--- config.mk ---
export PLATFORM = sky130hd
export DESIGN_NAME = ptw4_walk
export DESIGN_NICKNAME = d
export VERILOG_FILES = /design/src/ptw4_pkg.sv /design/src/ptw4_walk.sv
export VERILOG_INCLUDE_DIRS = /design/src /design/src/src
export SDC_FILE = /design/constraint.sdc
export NUM_CORES = 1
export LEC_CHECK = 0
export BUFFER_PORTS_ARGS = -buffer_cell sky130_fd_sc_hd__buf_4
export CORE_MARGIN = 10
export CORE_UTILIZATION = 50
export DETAILED_ROUTE_END_ITERATION = 6
export PLACE_DENSITY = 0.95
export SYNTH_ARGS = -nofsm -noshare
export SYNTH_HDL_FRONTEND = slang
export SYNTH_SLANG_ARGS = --single-unit
--- constraint.sdc ---
create_clock -name clock -period 6.77 [get_ports clock]
set_input_delay 0.677 -clock clock [delete_from_list [all_inputs] [get_ports clock]]
set_output_delay 0.677 -clock clock [all_outputs]
set_load 0.01 [all_outputs]
--- src/four_level_page_table_walker_defines.svh ---
// assertion macros for the four-level page table walker
`ifndef FOUR_LEVEL_PAGE_TABLE_WALKER_DEFINES_SVH
`define FOUR_LEVEL_PAGE_TABLE_WALKER_DEFINES_SVH

// same-cycle implication
`define PTW4_ASSERT_IMP(lbl, clk, rst, ante, cons, msg) \
   lbl: assert property (@(posedge clk) disable iff (rst) (ante) |-> (cons)) \
      else $error(msg);

// next-cycle implication
`define PTW4_ASSERT_NEXT(lbl, clk, rst, ante, cons, msg) \
   lbl: assert property (@(posedge clk) disable iff (rst) (ante) |=> (cons)) \
      else $error(msg);

`endif

--- src/ptw4_pkg.sv ---
// shared types, constants and helpers of the four-level page table walker
`default_nettype none

package ptw4_pkg;

   localparam int FRAMES_DEFAULT = 64;
   localparam int SLOT_W         = 9;
   localparam int SLOTS          = 512;
   localparam int VA_W           = 48;
   localparam int PA_W           = 52;
   localparam int ENTRY_W        = 64;
   localparam int FRAME_IN_W     = 6;
   localparam int TFRAME_W       = 40;
   localparam int OFFSET_W       = 12;

   localparam int PTE_P    = 0;
   localparam int PTE_U    = 2;
   localparam int PTE_H    = 7;
   localparam int ADDR_LO  = 12;
   localparam int ADDR_HI  = 51;

   localparam logic [1:0] LVL_TOP  = 2'd3;
   localparam logic [1:0] LVL_PD   = 2'd1;
   localparam logic [1:0] LVL_LEAF = 2'd0;

   typedef enum logic [1:0] {
      CMD_WRITE     = 2'd0,
      CMD_TRANSLATE = 2'd1,
      CMD_USER      = 2'd2,
      CMD_UNMAP     = 2'd3
   } cmd_type;

   typedef enum logic [1:0] {
      ST_IDLE,
      ST_WALK,
      ST_HOLD
   } state_type;

   // table slot of a virtual address; lvl 3 is the top level, 0 the leaf
   function automatic logic [SLOT_W-1:0] va_slot(logic [VA_W-1:0] va, logic [1:0] lvl);
      logic [SLOT_W-1:0] s;
      unique case (lvl)
         2'd3:    s = va[47:39];
         2'd2:    s = va[38:30];
         2'd1:    s = va[29:21];
         default: s = va[20:12];
      endcase
      return s;
   endfunction

endpackage

`default_nettype wire

--- src/ptw4_walk.sv ---
// command sequencer: walks the four table levels through the store
`default_nettype none
`include "four_level_page_table_walker_defines.svh"

module ptw4_walk #(
   parameter int FRAMES  = ptw4_pkg::FRAMES_DEFAULT,
   parameter int FRAME_W = $clog2(FRAMES),
   parameter int ADDR_W  = FRAME_W + ptw4_pkg::SLOT_W
) (
   input  wire logic                            clock,
   input  wire logic                            reset,
   input  wire logic                            store_ready,
   input  wire logic                            req_valid,
   output logic                                 req_stall,
   input  wire logic [1:0]                      req_cmd,
   input  wire logic [ptw4_pkg::FRAME_IN_W-1:0] req_root_frame,
   input  wire logic [ptw4_pkg::VA_W-1:0]       req_virt_addr,
   input  wire logic [ptw4_pkg::FRAME_IN_W-1:0] req_entry_frame,
   input  wire logic [ptw4_pkg::SLOT_W-1:0]     req_entry_index,
   input  wire logic [ptw4_pkg::ENTRY_W-1:0]    req_entry_value,
   output logic                                 rsp_valid,
   input  wire logic                            rsp_stall,
   output logic      [ptw4_pkg::PA_W-1:0]       rsp_phys_addr,
   output logic                                 rsp_ok,
   output logic                                 rsp_beyond_store,
   output logic                                 rd_en,
   output logic      [ADDR_W-1:0]               rd_addr,
   input  wire logic [ptw4_pkg::ENTRY_W-1:0]    rd_data,
   output logic                                 wr_en,
   output logic      [ADDR_W-1:0]               wr_addr,
   output logic      [ptw4_pkg::ENTRY_W-1:0]    wr_data
);
   import ptw4_pkg::*;

   localparam logic [TFRAME_W-1:0] FRAMES_L = TFRAME_W'(FRAMES);

   state_type          state_ff, state_in;
   cmd_type            cmd_ff;
   logic [VA_W-1:0]    va_ff;
   logic [1:0]         level_ff, level_in;

   logic               rsp_valid_ff;
   logic [PA_W-1:0]    rsp_pa_ff;
   logic               rsp_ok_ff;
   logic               rsp_beyond_ff;

   logic [PA_W-1:0]    res_pa_ff;
   logic               res_ok_ff;
   logic               res_beyond_ff;

   logic               accept;
   logic               out_free;
   logic               out_load;
   logic               fin;
   logic [PA_W-1:0]    fin_pa;
   logic               fin_ok;
   logic               fin_beyond;
   logic               advance;

   assign req_stall = (state_ff != ST_IDLE) || !store_ready;
   assign accept    = req_valid && !req_stall;
   assign out_free  = !rsp_valid_ff || !rsp_stall;
   assign out_load  = out_free && (fin || (state_ff == ST_HOLD));

   // walk decisions and store accesses
   always_comb begin
      logic [TFRAME_W-1:0] root_ext;
      logic [TFRAME_W-1:0] ef_ext;
      logic [TFRAME_W-1:0] tf;
      logic                pres;
      logic                user;
      logic                huge;
      root_ext   = TFRAME_W'(req_root_frame);
      ef_ext     = TFRAME_W'(req_entry_frame);
      tf         = rd_data[ADDR_HI:ADDR_LO];
      pres       = rd_data[PTE_P];
      user       = rd_data[PTE_U];
      huge       = rd_data[PTE_H];
      rd_en      = 1'b0;
      rd_addr    = '0;
      wr_en      = 1'b0;
      wr_addr    = '0;
      wr_data    = '0;
      fin        = 1'b0;
      fin_pa     = '0;
      fin_ok     = 1'b0;
      fin_beyond = 1'b0;
      advance    = 1'b0;
      unique case (state_ff)
         ST_IDLE: begin
            if (accept) begin
               if (cmd_type'(req_cmd) == CMD_WRITE) begin
                  fin = 1'b1;
                  if (ef_ext < FRAMES_L) begin
                     wr_en   = 1'b1;
                     wr_addr = {ef_ext[FRAME_W-1:0], req_entry_index};
                     wr_data = req_entry_value;
                     fin_ok  = 1'b1;
                  end else begin
                     fin_beyond = 1'b1;
                  end
               end else if (root_ext == '0) begin
                  fin = 1'b1;
               end else if (root_ext >= FRAMES_L) begin
                  fin        = 1'b1;
                  fin_beyond = 1'b1;
               end else begin
                  rd_en   = 1'b1;
                  rd_addr = {root_ext[FRAME_W-1:0], va_slot(req_virt_addr, LVL_TOP)};
               end
            end
         end
         ST_WALK: begin
            if (level_ff == LVL_LEAF) begin
               fin = 1'b1;
               if (cmd_ff == CMD_TRANSLATE) begin
                  if (pres) begin
                     fin_pa = {rd_data[ADDR_HI:ADDR_LO], va_ff[OFFSET_W-1:0]};
                     fin_ok = 1'b1;
                  end
               end else begin
                  fin_ok = pres && user;
               end
            end else if ((cmd_ff == CMD_USER) && (!pres || !user)) begin
               fin = 1'b1;
            end else if ((cmd_ff == CMD_USER) && huge) begin
               fin    = 1'b1;
               fin_ok = 1'b1;
            end else if ((cmd_ff != CMD_USER) && (!pres || huge)) begin
               fin = 1'b1;
            end else if (tf == '0) begin
               fin = 1'b1;
            end else if (tf >= FRAMES_L) begin
               fin        = 1'b1;
               fin_beyond = 1'b1;
            end else if ((cmd_ff == CMD_UNMAP) && (level_ff == LVL_PD)) begin
               wr_en   = 1'b1;
               wr_addr = {tf[FRAME_W-1:0], va_slot(va_ff, LVL_LEAF)};
               fin     = 1'b1;
               fin_ok  = 1'b1;
            end else begin
               rd_en   = 1'b1;
               rd_addr = {tf[FRAME_W-1:0], va_slot(va_ff, level_ff - 2'd1)};
               advance = 1'b1;
            end
         end
         ST_HOLD: begin
         end
         default: begin
         end
      endcase
   end

   // next state
   always_comb begin
      state_in = state_ff;
      level_in = level_ff;
      unique case (state_ff)
         ST_IDLE: begin
            if (accept) begin
               level_in = LVL_TOP;
               if (!fin) begin
                  state_in = ST_WALK;
               end else if (!out_free) begin
                  state_in = ST_HOLD;
               end
            end
         end
         ST_WALK: begin
            if (advance) begin
               level_in = level_ff - 2'd1;
            end else if (fin) begin
               state_in = out_free ? ST_IDLE : ST_HOLD;
            end
         end
         ST_HOLD: begin
            if (out_free) begin
               state_in = ST_IDLE;
            end
         end
         default: begin
            state_in = ST_IDLE;
         end
      endcase
   end

   always_ff @(posedge clock) begin
      if (reset) begin
         state_ff     <= ST_IDLE;
         level_ff     <= LVL_TOP;
         rsp_valid_ff <= 1'b0;
      end else begin
         state_ff <= state_in;
         level_ff <= level_in;
         if (out_load) begin
            rsp_valid_ff <= 1'b1;
         end else if (!rsp_stall) begin
            rsp_valid_ff <= 1'b0;
         end
      end
   end

   always_ff @(posedge clock) begin
      if (accept) begin
         cmd_ff <= cmd_type'(req_cmd);
         va_ff  <= req_virt_addr;
      end
      if (fin && !out_free) begin
         res_pa_ff     <= fin_pa;
         res_ok_ff     <= fin_ok;
         res_beyond_ff <= fin_beyond;
      end
      if (out_load) begin
         if (state_ff == ST_HOLD) begin
            rsp_pa_ff     <= res_pa_ff;
            rsp_ok_ff     <= res_ok_ff;
            rsp_beyond_ff <= res_beyond_ff;
         end else begin
            rsp_pa_ff     <= fin_pa;
            rsp_ok_ff     <= fin_ok;
            rsp_beyond_ff <= fin_beyond;
         end
      end
   end

   assign rsp_valid        = rsp_valid_ff;
   assign rsp_phys_addr    = rsp_pa_ff;
   assign rsp_ok           = rsp_ok_ff;
   assign rsp_beyond_store = rsp_beyond_ff;

   `PTW4_ASSERT_IMP(a_walk_has_read, clock, reset, state_ff == ST_WALK, $past(rd_en), "walk step without a store read")
   `PTW4_ASSERT_IMP(a_rd_wr_excl, clock, reset, rd_en, !wr_en, "store read and write in one cycle")
   `PTW4_ASSERT_IMP(a_walk_write_unmap, clock, reset, wr_en && (state_ff == ST_WALK), (cmd_ff == CMD_UNMAP) && (level_ff == LVL_PD), "walk write outside unmap")
   `PTW4_ASSERT_IMP(a_hold_full, clock, reset, state_ff == ST_HOLD, rsp_valid_ff, "held result with empty output register")
   `PTW4_ASSERT_NEXT(a_fin_blocked_hold, clock, reset, fin && !out_free, state_ff == ST_HOLD, "blocked result not held")

endmodule

`default_nettype wire

==> metrics, run 1 <==
routed via count=5,764; worst-skew pair later-pin latency=0.42 ns; max incr delay on CP=0.60 ns; most used cell, CP=buf_4; DRT Pass-1 Iters=5; Static Leak=4.903 nW; Via-to-Cell Ratio=5.607; overall power=0.002295 W; crit path kind=primary input to output port; CORE AREA=13,880 sq um; initial core utilization=51.20%; Syn Area/Cell=13.96 sq um; Area contributors post-synth=edfxtp_1, and3_1, a21o_1; crit path max-delay cell type=or4_4; clk_skew=0.01128 ns; Total Wirelength=24,390 um; Main synth FF type=edfxtp_1; initial antenna violation count=0; placed cell count=996; required time worst endpoint=6.09 ns; Nets=1,044; CP arrival=2.92 ns; layout cells sized above 1=45.87%; Final GP Congestion=0.8184; setup_tns=0 ns; area leader, netlist=edfxtp_1; RSZ-0062 raised after global routing=false; CTS-repair resized insts=0; port bufs=334; Worst IR Drop VDD=0.0001858 V; max cap viols=0; hpwl dp=18,400 um; Hold Fails Final Rpt=0; Synthesized Nets=718; final core utilization=74.84%; Filler Cells Inserted=869; CTS Hold Bufs=0; Max Clk Rate=277.7 MHz; Syn-to-layout area delta=46.18%; Slew @ Worst Pin=0.8038 ns; H-tree levels=4; total power per unit cell area=220.9 nW/um^2; Post-Syn Area=7107 sq um; Tcrit/Tclk final=53.19%; Yosys warning count=0; Worst Setup Start Kind=primary input; status=complete, no violations; Clock Path Buffers=2; Die Height=139.2 um; Rel. slew slack=46.18%; pins over their slew limit=0; WL/cell=23.72 um; CTS tree=done; largest net degree at the start of global routing=68; Non-Filler Instances=1,028; post-synthesis sequential area ratio=68.17%; cells after synthesis=509; # DRC=0; setup bufs post-CTS=0; first-pass GRT wire length=36,560 um; CP Max Fanout=20; 1st-iter DRT viols=456; clk sinks=163; Final setup viols=0; register bit total from synthesis=163; Post-synth EDFFs=158; vias in the first global route=6,105; CP endpoint kind=output port; min cycle time layout=3.601 ns; cts bufs inserted=17; Critical Path, Cell by Cell=buf_4 > nor4_2 > nand3_1 > or4_4 > nor4_4 > buf_4 > a22o_1 > buf_4; Async S/R FF share, synth=0%; Die X=139.2 um; clock slew at reported path FFs=0.06 ns; Root Driver=clkbuf_16; grt ovf=0; GRT Resource Usage Total=24.27%; Netlist cell types=40; full die area=19,380 sq um; I/O pin cnt=356; num rows=43; # diodes=0; share of the synthesized area in the top cell type=66.76%; ANT nets after route=0; worst hold-check path type=primary input to flop
critical path, delay by kind of cell:
family / cells / cell delay, ns
AO/OA/AOI/OAI: 1 / 0.23
buffers and inverters: 3 / 0.59
AND/OR/NAND/NOR: 4 / 1.43
where the power goes:
part	internal [W]	switching (W)
registers	0.00113	0.0000104
clock network	0.000560	0.000389
logic	0.000112	0.0000902
total	0.00180	0.000490
cell families (layout without fill, tap and decap cells):
kind of cell / count (synthesis) / in the layout / synth area share [%]
muxes: 2 / 2 / 0.2817
buffers and inverters: 42 / 381 / 2.429
DFF: 163 / 163 / 68.17
and+or+nand+nor: 184 / 184 / 15.74
adders and majority gates: 5 / 5 / 0.8803
AOI/OAI and AO/OA: 113 / 113 / 12.50
metal layers:
layer / wire (um) / vias up / part of all wire [%] / GRT usage, %
met5: 0 / - / 0 / 0
met2: 11750 / 357 / 48 / 39.43
met3: 3094 / 39 / 13 / 11.09
met1: 9043 / 2751 / 37 / 28.34
li1: - / 2617 / - / -
met4: 495 / 0 / 2.0 / 6.864
area by class of cell:
| cell class | instances | area (sq um) | share of cell area [%] |
|---|---|---|---|
| Clock buffer | 23 | 498.0 | 4.793 |
| Clock inverter | 9 | 90.09 | 0.8672 |
| Inverter | 6 | 23.77 | 0.2288 |
| Multi-Input combinational cell | 304 | 2132 | 20.52 |
| Sequential cell | 163 | 4845 | 46.63 |
| Tap cell | 180 | 225.2 | 2.168 |
| Timing Repair Buffer | 343 | 2575 | 24.79 |
cells in the mapped netlist, drive strengths merged (7+ instances only):
master and instances:
nor3 7, nor4 13, o21ai 9, nand2 16, edfxtp 158, a222oi 9
clkbuf 34, and3 66, and2 52, a21o 54, a22o 29, nor2 13
layout by cell type (no fill, tap or decap), types with 2 or more instances in the layout:
| cell type | Yosys | routed |
|---|---|---|
| buf_4 | 0 | 343 |
| o21ai_0 | 9 | 9 |
| mux2i_1 | 2 | 2 |
| nor4_1 | 9 | 9 |
| nor3_1 | 6 | 5 |
| nor2b_1 | 4 | 3 |
| nor3_2 | 1 | 2 |
| dfxtp_1 | 5 | 5 |
| and2_1 | 51 | 51 |
| edfxtp_1 | 158 | 158 |
| nor4_2 | 3 | 3 |
| nor2_1 | 13 | 12 |
| ha_1 | 5 | 5 |
| nand2b_1 | 2 | 2 |
| nand3_1 | 3 | 3 |
| clkbuf_16 | 0 | 17 |
| inv_6 | 0 | 3 |
| nand2_1 | 16 | 16 |
| a222oi_1 | 9 | 9 |
| a31oi_1 | 2 | 2 |
| a21oi_1 | 4 | 3 |
| or2_1 | 2 | 2 |
| inv_1 | 5 | 5 |
| clkbuf_8 | 0 | 5 |
| a22o_1 | 29 | 29 |
| clkinv_2 | 0 | 4 |
| and3_1 | 66 | 66 |
| a21o_1 | 54 | 54 |
registers in the layout, summed over array words and instances, names as in the netlist:
register and flops:
res_pa_ff 52, res_beyond_ff 1, rsp_beyond_store 1, rsp_phys_addr 52, va_ff 48, rsp_ok 1, level_ff 2, rsp_valid 1
res_ok_ff 1, cmd_ff 2, state_ff 2
path summary, 6_finish.rpt:
path	start	to	slack [ns]	depth (start not counted)
worst max register to register	level_ff[1]	res_pa_ff[39]	3.95	8
worst min register to register	res_pa_ff[17]	rsp_phys_addr[17]	0.52	1
worst min-delay path	req_virt_addr[6]	va_ff[6]	0.43	1
worst max-delay path	rd_data[33]	rd_addr[10]	3.17	8
metrics by stage:
step / setup WS, ns / hold WS (ns) / instance area [sq um]
2_1_floorplan: 2.021 / 0.4943 / 7107
3_3_place_gp: 3.257 / 0.4968 / 9801
3_5_place_dp: 3.214 / 0.5013 / 9801
4_1_cts: 3.184 / 0.4114 / 10390
5_1_grt: 3.075 / 0.4119 / 10390
6_report: 3.169 / 0.4316 / 10390
Note: power is estimated with default switching activity, not from simulation.
==> run 2, diff against run 1 <==
--- a/config.mk
+++ b/config.mk
@@ -8,9 +8,9 @@
 export LEC_CHECK = 0
 export BUFFER_PORTS_ARGS = -buffer_cell sky130_fd_sc_hd__buf_4
 export CORE_MARGIN = 10
-export CORE_UTILIZATION = 50
+export CORE_UTILIZATION = 42
 export DETAILED_ROUTE_END_ITERATION = 6
-export PLACE_DENSITY = 0.95
+export PLACE_DENSITY = 0.86
 export SYNTH_ARGS = -nofsm -noshare
 export SYNTH_HDL_FRONTEND = slang
 export SYNTH_SLANG_ARGS = --single-unit
==> constraint.sdc (replaced) <==
create_clock -name clock -period 3.3 [get_ports clock]
set_input_delay 0.33 -clock clock [delete_from_list [all_inputs] [get_ports clock]]
set_output_delay 0.33 -clock clock [all_outputs]
set_load 0.01 [all_outputs]
==> metrics, run 2 (synthesis results as in run 1) <==
status=complete, no violations; max incr delay on CP=0.45 ns (-0.15 ns); Total Wirelength=22,990 um (-5.7%); clock slew at reported path FFs=0.07 ns (about the same); setup bufs post-CTS=0 (unchanged); CP endpoint kind=output port; initial core utilization=42.85% (-8.3 points); vias in the first global route=5,779 (-5.3%); R2R Path Start=level_ff[1]; Slew @ Worst Pin=0.7505 ns (-0.05330 ns); cts bufs inserted=17 (unchanged); Critical Path, Cell by Cell=inv_1 > ha_1 > nand2_1 > a21oi_1 > or4_4 > nor4_4 > buf_4 > a22o_1 > buf_4; total power per unit cell area=451.9 nW/um^2 (+100%); min cycle time layout=2.958 ns; Via-to-Cell Ratio=5.297 (-5.5%); multi-input logic area=2137 sq um (+0.23%); Die X=150.1 um (+7.8%); routed via count=5,673 (-1.6%); DRT Pass-1 Iters=5 (unchanged); Clock Path Buffers=2 (unchanged); Root Driver=clkbuf_16; initial antenna violation count=0 (unchanged); Min-Delay Path Depth=1 (unchanged); M1 GR Usage=24.46% (-3.9 points); CORE AREA=16,580 sq um (+19%); max cap viols=0 (unchanged); ANT nets after route=0 (unchanged); full die area=22,520 sq um (+16%); Nets=1,047 (+0.29%); crit path from=level_ff[1]; Filler Cells Inserted=1,238 (+42%); WL/cell=21.47 um (-9.5%); Post-DP Area=9903 sq um (+1.0%); required time worst endpoint=2.97 ns (-3.12 ns); # DRC=0 (unchanged); RSZ-0062 raised after global routing=false; setup_tns=0 ns (unchanged); commonest cells after routing, fill and taps aside=buf_4, edfxtp_1, and3_1; CTS tree=done; grt ovf=0 (unchanged); worst hold-check path type=primary input to flop; GRT busiest layer=met2; CP Max Fanout=20 (unchanged); pins over their slew limit=0 (unchanged); worst-skew pair later-pin latency=0.42 ns (about the same); Worst Setup Start Kind=flop; first-pass GRT wire length=34,250 um (-6.3%); Die Height=150.1 um (+7.8%); crit path kind=flop to output port; H-tree levels=4 (unchanged); Syn-to-layout area delta=47.75%; I/O pin cnt=356 (unchanged); clk_skew=0.007283 ns (-0.003993 ns); # diodes=0 (unchanged); largest net degree at the start of global routing=67 (-1.5%); Rel. slew slack=49.85% (+3.7 points); hpwl dp=17,600 um (-4.3%); Global Route met2 Usage=31.07% (-8.4 points); 1st-iter DRT viols=431 (-5.5%); fin area=10,500 sq um (+1.1%); Hold Fails Final Rpt=0 (unchanged); leading cell type in the layout, fill and taps excluded=buf_4; layout cells sized above 1=46.18% (+0.31 points); CTS-repair resized insts=0 (unchanged); port bufs=334 (unchanged); GR Util met3=8.514% (-2.6 points); num rows=47 (+9.3%); crit path max-delay cell type=or4_4; CTS Hold Bufs=0 (unchanged); Min Hold Slack=0.08420 ns (-0.3474 ns); Max Clk Rate=338.0 MHz; Final setup viols=0 (unchanged); Hold Crit Start=req_virt_addr[31]; Tcrit/Tclk final=89.65%; most used cell, CP=buf_4; Worst Reg-to-Reg Cells=9 (+1); GRT Resource Usage Total=19.77% (-4.5 points); Seq. cell area=4845 sq um (unchanged); CP arrival=2.63 ns (-0.29 ns); Static Leak=4.928 nW (+0.51%); Final GP Congestion=0.8613 (+5.2%); Worst IR Drop VDD=0.0003265 V (+76%); clk sinks=163 (unchanged)
==> run 2: cell types whose count changed in the layout (fill, tap and decap cells not counted), sizes merged <==
cell / change
inv: +4
clkinv: +1
bufinv: +1
clkbuf: -5
buf: +3
clkinvlp: -1
==> run 2: power by group <==
| group | switching [W] | internal, W |
|---|---|---|
| sequential | 0.0000203 | 0.00232 |
| combinational | 0.000185 | 0.000234 |
| clock | 0.000841 | 0.00114 |
| total | 0.00105 | 0.00370 |
==> run 2: layer usage <==
layer  share of wire, %  vias up  routed length (um)
met3                 11       30                2633
li1                   -     2629                   -
met5                  0        -                   0
met4                1.4        0                 312
met1                 41     2694                9317
met2                 47      320               10730
==> run 2: cell type report <==
cell class | instances | share of cell area, %
clock buffer | 18 | 4.087
clock inverter | 14 | 1.597
inverter | 6 | 0.2264
multi-input combinational | 304 | 20.35
sequential | 163 | 46.14
tap | 220 | 2.622
timing repair buffer | 346 | 24.98
==> run 2: metrics by stage <==
stage	utilization [%]	std cells	setup slack (ns)	total power [W]
floorplan	-	509	0.09401	0.002503
global placement	59.72	1039	0.4369	0.002797
detailed placement	59.72	1039	0.4051	0.002807
CTS	63.32	1071	0.3426	0.004783
global route	63.32	1071	0.1420	0.004910
finish	63.32	1071	0.3417	0.004745
==> run 2: worst max-delay path: cells and delay by family (launching register included) <==
family / cells / cell delay, ns
AND/OR/NAND/NOR: 3 / 0.81
adder cells (fa/ha/maj): 1 / 0.18
buffers and inverters: 3 / 0.55
flip-flops: 1 / 0.38
AO/OA/AOI/OAI: 2 / 0.28
==> run 2: worst paths after layout <==
kind	slack, ns	end
worst min-delay path	0.08	va_ff[31]
worst max-delay path	0.34	rd_addr[9]
worst max register to register	0.74	res_pa_ff[45]
worst min register to register	0.52	rsp_phys_addr[37]
==> run 3, diff against run 2 <==
--- a/config.mk
+++ b/config.mk
@@ -10,6 +10,7 @@
 export CORE_MARGIN = 10
 export CORE_UTILIZATION = 42
 export DETAILED_ROUTE_END_ITERATION = 6
+export GPL_TIMING_DRIVEN = 0
 export PLACE_DENSITY = 0.86
 export SYNTH_ARGS = -nofsm -noshare
 export SYNTH_HDL_FRONTEND = slang
==> constraint.sdc (replaced) <==
create_clock -name clock -period 3.3 [get_ports clock]
set_input_delay 0.33 -clock clock [delete_from_list [all_inputs] [get_ports clock]]
set_output_delay 0.33 -clock clock [all_outputs]
set_load 0.05 [all_outputs]
==> metrics, run 3 (synthesis results as in run 1) <==
Rel. slew slack=37.66% (-12 points); vias in the first global route=5,973 (+3.4%); Via-to-Cell Ratio=5.278 (-0.37%); final core utilization=63.82% (+0.51 points); clk_skew=0.01547 ns (+0.008191 ns); layout cells sized above 1=44.37% (-1.8 points); CTS Hold Bufs=0 (unchanged); Die X=150.1 um (unchanged); max incr delay on CP=0.46 ns (about the same); DRT Pass-1 Iters=5 (unchanged); Final setup viols=0 (unchanged); Die Height=150.1 um (unchanged); CP Max Fanout=10 (-50%); R2R setup slack=0.39 ns (-0.35 ns); Clock Path Buffers=2 (unchanged); 1st-iter DRT viols=447 (+3.7%); initial antenna violation count=0 (unchanged); crit path kind=flop to output port; I/O pin cnt=356 (unchanged); Final GP Congestion=0.8611 (about the same); Hold Fails Final Rpt=0 (unchanged); Syn-to-layout area delta=48.93%; WL/cell=21.81 um (+1.6%); total power per unit cell area=456.7 nW/um^2 (+1.1%); Total Wirelength=23,970 um (+4.2%); port bufs=334 (unchanged); num rows=47 (unchanged); RSZ-0062 raised after global routing=false; grt ovf=0 (unchanged); max cap viols=0 (unchanged); worst-skew pair later-pin latency=0.43 ns (about the same); # DRC=0 (unchanged); Root Driver=clkbuf_16; largest net degree at the start of global routing=60 (-10%); # diodes=0 (unchanged); Critical Path, Cell by Cell=inv_1 > ha_1 > nand2_1 > a21oi_1 > or4_4 > nor4_4 > buf_6 > a22o_1 > buf_4; Tcrit/Tclk final=90.64% (+0.99 points); initial core utilization=42.85% (unchanged); cts bufs inserted=17 (unchanged); first-pass GRT wire length=35,110 um (+2.5%); pins over their slew limit=0 (unchanged); ANT nets after route=0 (unchanged); Slew @ Worst Pin=0.9328 ns (+0.1822 ns); clk sinks=163 (unchanged); full die area=22,520 sq um (unchanged); worst path bufs/invs=3 (unchanged); H-tree levels=4 (unchanged); CP arrival=2.66 ns (+0.03 ns); routed via count=5,800 (+2.2%); Max Clk Rate=334.3 MHz (-1.1%); CORE AREA=16,580 sq um (unchanged); crit path max-delay cell type=or4_4; required time worst endpoint=2.97 ns (about the same); worst hold-check path type=primary input to flop; leading cell type in the layout, fill and taps excluded=buf_4; CP delay by family, top=simple AND/OR/NAND/NOR gates; status=complete, no violations; GRT Resource Usage Total=20.50% (+0.74 points); Worst Setup Start Kind=flop; CP endpoint kind=output port; commonest cells after routing, fill and taps aside=buf_4, edfxtp_1, and3_1; hpwl dp=18,920 um (+7.5%); Nets=1,075 (+2.7%); CTS tree=done; Static Leak=4.943 nW (+0.30%); clock slew at reported path FFs=0.07 ns (about the same); setup_tns=0 ns (unchanged); min cycle time layout=2.991 ns (+0.03266 ns); Worst IR Drop VDD=0.0003648 V (+12%)
## run 3: changes by cell type in the layout (fill, tap and decap cells not counted), moves of 2 or more
| cell | delta |
|---|---|
| inv_8 | +2 |
| buf_6 | +2 |
| clkbuf_1 | +29 |
| bufinv_16 | -2 |
| clkinvlp_4 | +2 |
| nor3_2 | -2 |
| buf_4 | -7 |
| clkinv_2 | -2 |
| clkbuf_2 | +3 |
| inv_6 | -4 |
| clkinv_8 | +3 |
## run 3: per-stage QoR
stage               cells  setup WS (ns)  total power (W)  hold slack (ns)  cell area (sq um)
floorplan             509        0.09401         0.002657           0.3994               7116
CTS                  1097        0.03526         0.004866          0.05508              10560
finish               1099         0.3090         0.004834          0.07437              10580
global placement     1063        -0.8037         0.002954           0.4973               9898
detailed placement   1065        0.04874         0.002966           0.5042               9958
global route         1099         0.1272         0.004993          0.04835              10580
## run 3: final cells by class
class                      instances  area [sq um]
tap                              220         275.3
multi-input combinational        304          2133
inverter                           6         22.52
timing repair buffer             338          2562
clock inverter                    15         162.7
sequential                       163          4845
buffer                            36         157.7
fill                            1244          6000
clock buffer                      17         425.4
## run 3: path summary, 6_finish.rpt
path	endpoint	startpoint	depth (start not counted)
worst max-delay path	rd_addr[9]	level_ff[1]	9
worst min-delay path	va_ff[13]	req_virt_addr[13]	1
worst max register to register	res_pa_ff[7]	level_ff[1]	8
worst min register to register	rsp_phys_addr[9]	res_pa_ff[9]	1
## run 3: repair_timing
| action | CTS | global route |
|---|---|---|
| pin swaps | 0 | 0 |
| buffers inserted | 0 | 2 |
| gates resized for setup | 3 | 7 |
| endpoints found under the setup margin | 19 | 103 |
## run 3: routing by layer
layer	up-vias	global-route usage [%]	share of wire (%)
met5	-	0	0
li1	2682	-	-
met1	2749	24.26	39
met2	344	33.28	48
met4	0	5.637	1.5
met3	25	9.088	12
## run 3: report_power, final
part | total, W | internal, W | switching, W | leakage, nW
logic | 0.000579 | 0.000239 | 0.000340 | 3.26
registers | 0.00234 | 0.00232 | 0.0000203 | 1.40
clock network | 0.00191 | 0.00101 | 0.000903 | 0.281
